<file path="src/rtl/core/bft_pkg.sv">
package bft_pkg;

  localparam int unsigned TableEntries = 64;
  localparam int unsigned SlotW = $clog2(TableEntries);
  localparam int unsigned HitW = 6;

  typedef enum logic [2:0] {
    CMD_LOOKUP = 3'd0,
    CMD_CREATE = 3'd1,
    CMD_REMOVE = 3'd2,
    CMD_TOUCH  = 3'd3,
    CMD_SWEEP  = 3'd4
  } cmd_e;

  typedef enum logic [0:0] {
    CFG_IDLE_TIMEOUT     = 1'b0,
    CFG_PROGRESS_TIMEOUT = 1'b1
  } cfg_idx_e;

  typedef enum logic [1:0] {
    EXP_NONE   = 2'd0,
    EXP_SILENT = 2'd1,
    EXP_RESET  = 2'd2
  } expire_e;

  typedef enum logic [2:0] {
    ST_IDLE,
    ST_SCAN_FWD,
    ST_SCAN_REV,
    ST_READ,
    ST_DONE
  } state_e;

  typedef struct packed {
    logic [2:0]  cmd;
    logic [31:0] src_ip;
    logic [15:0] src_pt;
    logic [31:0] dst_ip;
    logic [15:0] dst_pt;
    logic [31:0] syn_seq;
    logic [31:0] now;
    logic [5:0]  slot;
    logic        reassembly_busy;
    logic        progress_made;
  } in_item_t;

  typedef struct packed {
    logic        found;
    logic        reversed;
    logic        created;
    logic        table_full;
    logic [5:0]  hit_slot;
    logic [31:0] expected_seq;
    logic [1:0]  expire_action;
    logic [31:0] cli_addr;
    logic [15:0] cli_pt;
    logic [31:0] srv_addr;
    logic [15:0] srv_pt;
  } out_item_t;

  // controller -> datapath
  typedef struct packed {
    logic             load;      // capture input item, clear scan state
    logic             scan;      // issue key read at scan index
    logic             rev;       // compare swapped key
    logic             restart;   // reset scan index for reverse pass
    logic             read;      // read hit entry (or sweep slot)
    logic             finish;    // compute result and update table
  } dp_cmd_t;

  // datapath -> controller
  typedef struct packed {
    logic hit;
    logic last;
    logic is_scan;
    logic is_lookup;
  } dp_stat_t;

endpackage

</file>
<file path="src/rtl/core/bft_ctrl.sv">
module bft_ctrl (
  input  logic              clk_i,
  input  logic              rst_ni,
  input  logic              in_valid_i,
  output logic              in_stall_o,
  output logic              out_valid_o,
  input  logic              out_stall_i,
  input  bft_pkg::dp_stat_t stat_i,
  output bft_pkg::dp_cmd_t  cmd_o
);
  import bft_pkg::*;

  state_e state_q, state_d;
  logic   ovalid_q, ovalid_d;

  always_ff @(posedge clk_i or negedge rst_ni) begin
    if (!rst_ni) begin
      state_q  <= ST_IDLE;
      ovalid_q <= 1'b0;
    end else begin
      state_q  <= state_d;
      ovalid_q <= ovalid_d;
    end
  end

  assign out_valid_o = ovalid_q;

  always_comb begin
    state_d    = state_q;
    ovalid_d   = ovalid_q;
    cmd_o      = '0;
    in_stall_o = 1'b1;
    if (ovalid_q && !out_stall_i) ovalid_d = 1'b0;
    unique case (state_q)
      ST_IDLE: begin
        in_stall_o = 1'b0;
        if (in_valid_i) begin
          cmd_o.load = 1'b1;
          state_d = stat_i.is_scan ? ST_SCAN_FWD : ST_READ;
        end
      end
      ST_SCAN_FWD: begin
        // compare runs one entry behind the key read
        if (stat_i.hit) begin
          state_d = ST_READ;
        end else if (stat_i.last) begin
          if (stat_i.is_lookup) begin
            cmd_o.restart = 1'b1;
            state_d = ST_SCAN_REV;
          end else begin
            state_d = ST_READ;
          end
        end else begin
          cmd_o.scan = 1'b1;
        end
      end
      ST_SCAN_REV: begin
        cmd_o.rev = 1'b1;
        if (stat_i.hit || stat_i.last) state_d = ST_READ;
        else cmd_o.scan = 1'b1;
      end
      ST_READ: begin
        cmd_o.read = 1'b1;
        state_d = ST_DONE;
      end
      ST_DONE: begin
        if (!ovalid_d) begin
          cmd_o.finish = 1'b1;
          ovalid_d = 1'b1;
          state_d = ST_IDLE;
        end
      end
      default: state_d = ST_IDLE;
    endcase
  end

endmodule

</file>
<file path="config.mk">
export PLATFORM = sky130hd
export DESIGN_NAME = bft_ctrl
export DESIGN_NICKNAME = d
export VERILOG_FILES = /design/src/rtl/core/bft_pkg.sv /design/src/rtl/core/bft_ctrl.sv
export SDC_FILE = /design/constraint.sdc
export NUM_CORES = 1
export LEC_CHECK = 0
export BUFFER_PORTS_ARGS = -buffer_cell sky130_fd_sc_hd__buf_2
export CAP_MARGIN = 20
export CORE_AREA = 2 2 39 41
export CTS_CLUSTER_DIAMETER = 100
export DETAILED_ROUTE_END_ITERATION = 8
export DIE_AREA = 0 0 41 43
export HOLD_SLACK_MARGIN = 0.05
export RECOVER_POWER = 100
export SLEW_MARGIN = 20
export SYNTH_ARGS = -nofsm -noshare
export SYNTH_HDL_FRONTEND = slang
export SYNTH_SLANG_ARGS = --single-unit
</file>
<file path="constraint.sdc">
create_clock -name clk_i -period 2.13 [get_ports clk_i]
set_clock_uncertainty 0.2 [all_clocks]
set_input_delay 0.213 -clock clk_i [delete_from_list [all_inputs] [get_ports clk_i]]
set_output_delay 0.213 -clock clk_i [all_outputs]
set_load 0.005 [all_outputs]
</file>
==> results of run 1 <==
power by group through the flow:
stage / Clock, mW / Combinational, mW / Sequential [mW]
floorplan: 0 / 0.206 / 0.140
global placement: 0 / 0.215 / 0.180
detailed placement: 0 / 0.215 / 0.182
CTS: 0.0970 / 0.219 / 0.180
global route: 0.103 / 0.221 / 0.189
finish: 0.0951 / 0.196 / 0.180
how the worst max path moves through the flow:
stage	start	endpoint	slack, ns	depth (start not counted)
after CTS	state_q[1]$_DFFE_PN0P_	cmd_o[2]	0.41	3
after floorplan	state_q[0]$_DFFE_PN0P_	cmd_o[5]	0.75	3
after global routing	state_q[0]$_DFFE_PN0P_	cmd_o[0]	0.33	4
after global placement	state_q[2]$_DFFE_PN0P_	cmd_o[5]	0.68	3
final	state_q[0]$_DFFE_PN0P_	cmd_o[5]	0.42	3
after detailed placement	state_q[1]$_DFFE_PN0P_	cmd_o[2]	0.67	3
kinds of logic after synthesis:
group | count (synthesis)
AOI/OAI and AO/OA | 6
buffers and inverters | 3
DFF | 4
xor gates and xnor gates | 1
and+or+nand+nor | 15
placed cells by master, fill, tap and decap left out, drive strengths merged:
cell type	instances
buf	9
o22a	1
nand2	3
a21oi	2
or3b	1
nor2	3
dlygate4sd3	2
and3b	2
inv	1
a211oi	1
clkbuf	9
xnor2	1
dfrtp	4
nor2b	1
or3	1
nand4bb	1
o21bai	2
nor4	1
nor3b	2
state kept, by name, indices dropped and copies added, names as in the netlist:
| name | count |
|---|---|
| state_q | 3 |
| out_valid_o | 1 |
layout make-up:
cell class / instances / area, µm²
Multi-Input combinational cell: 22 / 146.4
Timing Repair Buffer: 17 / 87.58
Sequential cell: 4 / 100.1
Clock buffer: 3 / 22.52
Inverter: 1 / 3.754
Tap cell: 16 / 20.02
Fill cell: 158 / 1003
worst register-to-register path: stages, from the launching register on:
cell and delay, ns:
dfrtp_1 0.48, or3b_1 0.37, a21oi_1 0.12
per-stage QoR:
stage | hold slack (ns) | std cells | cell area, µm² | worst slack, ns
4_1_cts | 0.06830 | 63 | 397.9 | 0.4128
3_5_place_dp | -0.1749 | 58 | 355.3 | 0.6732
3_3_place_gp | -0.1806 | 58 | 355.3 | 0.6800
5_1_grt | 0.09624 | 63 | 380.4 | 0.3301
6_report | 0.06868 | 63 | 380.4 | 0.4203
2_1_floorplan | -0.2826 | 29 | 279.0 | 0.7493
routing by layer:
layer  GRT usage (%)  share of wire (%)
met5               0                  0
met2           12.50                 50
met1           10.03                 44
met4           6.000                  0
met3           1.571                5.6
==> impl_metrics.tcl, run 1 <==
set metrics [dict create \
    post-cts-setup-buffers 0 \
    p_clk_share_pct 20.2 \
    power_frac_seq_pct 38.2 \
    worst_path_largest_cell_delay_ns 0.46 \
    arrival_ns 1.30 \
    ff2ff_setup_slack_ns 0.88 \
    p_per_area_nw_per_um2 1237 \
    p_sw_mw 0.1806 \
    drcViolationCount 0 \
    slew-limit-headroom_pct 82.29 \
    drv_slew 0 \
    p_sw_share_pct 38.39 \
    insertion_delay_ns 0.23 \
    fin_crit_ns 1.710 \
    ir_worst_vdd_uv 322.2 \
    critPathBufInv 1 \
    rsz0062_at_grt "false" \
    firstDrtPassIters 4 \
    finalHoldViolCount 0 \
    cts_buffers 3 \
    yosys.area_share.simple_pct 35.87 \
    clock_path_buffers 2 \
    crit_fanout 9 \
    overflow 0 \
    syn-cell-area_um2 279.0 \
    area_delta_synth_final_pct 36.32 \
    core-area_um2 1384 \
    antenna_found_initial 0 \
    end_kind "primary output" \
    track_usage_pct 8.350 \
    finalCritPeriodShare_pct 80.27 \
    hold_class "in2reg" \
    ant_nets 0 \
    wl_per_cell_um 10.56 \
    synth_xor_area_share_pct 3.139 \
    worstHoldEndpoint "state_q[0]$_DFFE_PN0P_" \
    routed_wl_um 665 \
    cts_resized 0 \
    yosysSeqAreaShare_pct 35.87 \
    synth.area.mux_share_pct 0 \
    io-pin-count 16 \
    nets 57 \
    setup_viol 0 \
    htree_levels 1 \
    tns_ns 0 \
    drt_iter0_markers 1 \
    power_frac_comb_pct 41.6 \
    cts-root-buf "clkbuf_4" \
    grt_max_degree 10 \
    synth_compound_area_share_pct 17.04 \
    yosysUniqueCellTypes 19 \
    p_leak_nw 0.1785 \
    viasPerCell 4.048 \
    std_cell_rows 14 \
    cp-start-kind "flop" \
    crit_slowest_cell "dfrtp_1" \
    cts_tree "built" \
    grt_pass1_wl_um 959 \
    syn_area_per_cell_um2 9.621 \
    yosysTopAreaCellShare_pct 35.87 \
    grt_pass1_vias 234 \
    ys.flop_type "dfrtp_1" \
    insertedDiodeCount 0 \
    synth_most_common_cell "dfrtp_1" \
    r2r-end "state_q[1]$_DFFE_PN0P_" \
    port_buffers 15 \
    dieArea_um2 1763 \
    yosys-top-cells-area "dfrtp_1 36%, nor3b_1 5.4%, o21bai_1 5.4%" \
    async_flop_share_pct 100.0 \
    start_util_pct 20.16 \
    maxCapViolations 0 \
    p_total_mw 0.4706 \
    syn_inst 29 \
    max_freq_mhz 584.9 \
    layout-drive-gt1-share_pct 29.79 \
    tightestPinTransition_ns 0.2656 \
    synth_edf_count 0 \
    synth_nets 37 \
    hold_start "in_valid_i" \
    hold_buffers 2 \
    p_int_mw 0.2899 \
    clkTransAtPathRegs_ns 0.04 \
    vias 255 \
    critical_path_required_ns 1.72 \
    ys_seq_elements 4 \
    fin_util_pct 27.49 \
    yosysTopAreaCell "dfrtp_1" \
    synthTopCellsByCount "4 x dfrtp_1, 3 x nand2_1, 3 x nor2_1" \
    rr_worst_depth 2 \
    path_class "reg2out" \
    rr_startpoint "state_q[0]$_DFFE_PN0P_" \
    status "complete, no violations" \
    synth_top_family_by_area "simple AND/OR/NAND/NOR gates" \
    synth_fa_ha_area_share_pct 0 \
    min_path_cells 3 \
    synth.yosys.warnings 0 \
    cts.sinks 4 \
    fp.dieH_um 43 \
    crit_family "simple AND/OR/NAND/NOR gates" \
    crit_chain "or3_1, nor2_1, clkbuf_1" \
    gp_congestion 0.7079 \
    die-width_um 41 \
]
Power figures use the tool's default switching activity.
==> inputs of run 2 (changes only) <==
- clock period: 2.13 -> 1.4 ns (I/O delays scaled with it)
==> impl_metrics.tcl, run 2 (synthesis results as in run 1) <==
set metrics [dict create \
    status "complete, but fails checks" \
    violations "setup timing" \
    power_frac_seq_pct 26.2 \
    firstDrtPassIters 3 \
    cts.sinks 4 \
    ff2ff_setup_slack_ns 0.03 \
    overflow 0 \
    p_clk_share_pct 14.3 \
    cp_num_cells 3 \
    p_sw_share_pct 34.06 \
    std_cell_rows 14 \
    layout-drive-gt1-share_pct 58.93 \
    slew-limit-headroom_pct 87.04 \
    layout_commonest_cell "buf_2" \
    drv_slew 0 \
    htree_levels 1 \
    drt_iter0_markers 6 \
    design_area_um2 516.7 \
    crit_fanout 4 \
    gp_congestion 0.7436 \
    dpl_worst_slack_ns 0.02382 \
    arrival_ns 1.23 \
    setup_viol 7 \
    power_frac_comb_pct 59.5 \
    tightestPinTransition_ns 0.1928 \
    crit_chain "or3_4, nor2_1, buf_2" \
    rr_startpoint "state_q[0]$_DFFE_PN0P_" \
    endpoint "cmd_o[5]" \
    path_class "reg2out" \
    dp_hpwl_um 445.5 \
    track_usage_pct 9.759 \
    p_per_area_nw_per_um2 1953 \
    drcViolationCount 0 \
    cp-start-kind "flop" \
    cts-root-buf "clkbuf_4" \
    cts_buffers 3 \
    p_int_mw 0.6656 \
    core-area_um2 1384 \
    place_area_um2 362.8 \
    maxCapViolations 0 \
    nets 66 \
    critPathBufInv 1 \
    rsz0062_at_grt "true" \
    min_path_cells 4 \
    crit_family "simple AND/OR/NAND/NOR gates" \
    hold_class "in2reg" \
    io-pin-count 16 \
    fin_crit_ns 1.569 \
    finalHoldViolCount 0 \
    worst_slack_ns -0.1688 \
    layout_common_cells "15 x buf_2, 5 x dlygate4sd3_1, 4 x buf_6" \
    die-width_um 41 \
    cts_tree "built" \
    grt_max_degree 9 \
    finalCritPeriodShare_pct 112.1 \
    max_freq_mhz 637.4 \
    setup.worst_path.start "state_q[0]$_DFFE_PN0P_" \
    tns_ns -0.9417 \
    clock_path_buffers 2 \
    area_delta_synth_final_pct 85.20 \
    crit_slowest_cell "dfrtp_2" \
    p_sw_mw 0.3439 \
    ir_worst_vdd_uv 641.0 \
    ant_nets 0 \
    r2r-end "state_q[1]$_DFFE_PN0P_" \
    fillers 150 \
    worst_path_largest_cell_delay_ns 0.43 \
    start_util_pct 20.16 \
    regMostFlops "state_q" \
    routed_wl_um 739 \
    p_leak_nw 0.2562 \
    fp.dieH_um 43 \
    critical_path_required_ns 1.06 \
    p_total_mw 1.009 \
    rr_worst_depth 4 \
    grt_pass1_wl_mm 1.138 \
    antenna_found_initial 0 \
    clkTransAtPathRegs_ns 0.04 \
    grt_pass1_vias 280 \
    largest_register_ffs 3 \
    wl_per_cell_um 10.26 \
    viasPerCell 4.208 \
    insertedDiodeCount 0 \
    insertion_delay_ns 0.23 \
    hold_ws_ns 0.1535 \
    port_buffers 15 \
    dieArea_um2 1763 \
    vias 303 \
    end_kind "primary output" \
]
==> run 2: changes by cell type in the layout (fill, tap and decap cells not counted), sizes merged <==
cell         previous run  this run
clkbuf                  9         3
buf                     9        21
dlygate4sd3             2         5
==> run 2: power groups by stage <==
stage	sequential (mW)	combinational (mW)	clock, mW
5_1_grt	0.275	0.647	0.164
2_1_floorplan	0.213	0.313	0
4_1_cts	0.253	0.555	0.145
6_report	0.264	0.600	0.145
3_3_place_gp	0.255	0.366	0
3_5_place_dp	0.259	0.365	0
==> run 2: routing by layer <==
layer / wire length, µm / global-route usage (%) / vias up
met1: 316 / 11.65 / 136
met3: 34 / 1.571 / 0
li1: - / - / 157
met4: 0 / 8.000 / 0
met5: 0 / 0 / -
met2: 388 / 14.37 / 10
==> run 2: area by class of cell <==
type / instances / area, µm² / share of cell area, %
repair buffers: 26 / 197.7 / 38.26
inverters: 1 / 3.754 / 0.7264
flip-flops and latches: 4 / 102.6 / 19.85
clock buffers: 3 / 22.52 / 4.358
well taps: 16 / 20.02 / 3.874
multi-input cells: 22 / 170.2 / 32.93
==> run 2: worst min-delay path by stage <==
stage | start | end
final | stat_i[0] | state_q[0]$_DFFE_PN0P_
after global routing | stat_i[0] | state_q[0]$_DFFE_PN0P_
after CTS | stat_i[0] | state_q[0]$_DFFE_PN0P_
after detailed placement | rst_ni | out_valid_o$_DFF_PN0_
after global placement | rst_ni | out_valid_o$_DFF_PN0_
after floorplan | rst_ni | out_valid_o$_DFF_PN0_
==> run 2: worst min-delay path, cell delays in order <==
cell and delay (ns):
buf_2 0.09, and3b_1 0.15, o22a_2 0.14, a211oi_2 0.03
==> run 2: through the flow <==
step,utilization (%),cells
floorplan,-,29
global placement,26.22,59
detailed placement,26.22,59
CTS,36.08,71
global route,37.34,72
finish,37.34,72
==> run 2: what timing repair did <==
| item | CTS | global route |
|---|---|---|
| pin swaps | 2 | 3 |
| gates cloned | 0 | 0 |
| hold buffers | 5 | 0 |
| gates resized for setup | 6 | 3 |
| setup buffers | 4 | 2 |
| hold endpoints to repair | 8 | 0 |
| endpoints found under the setup margin | 7 | 8 |
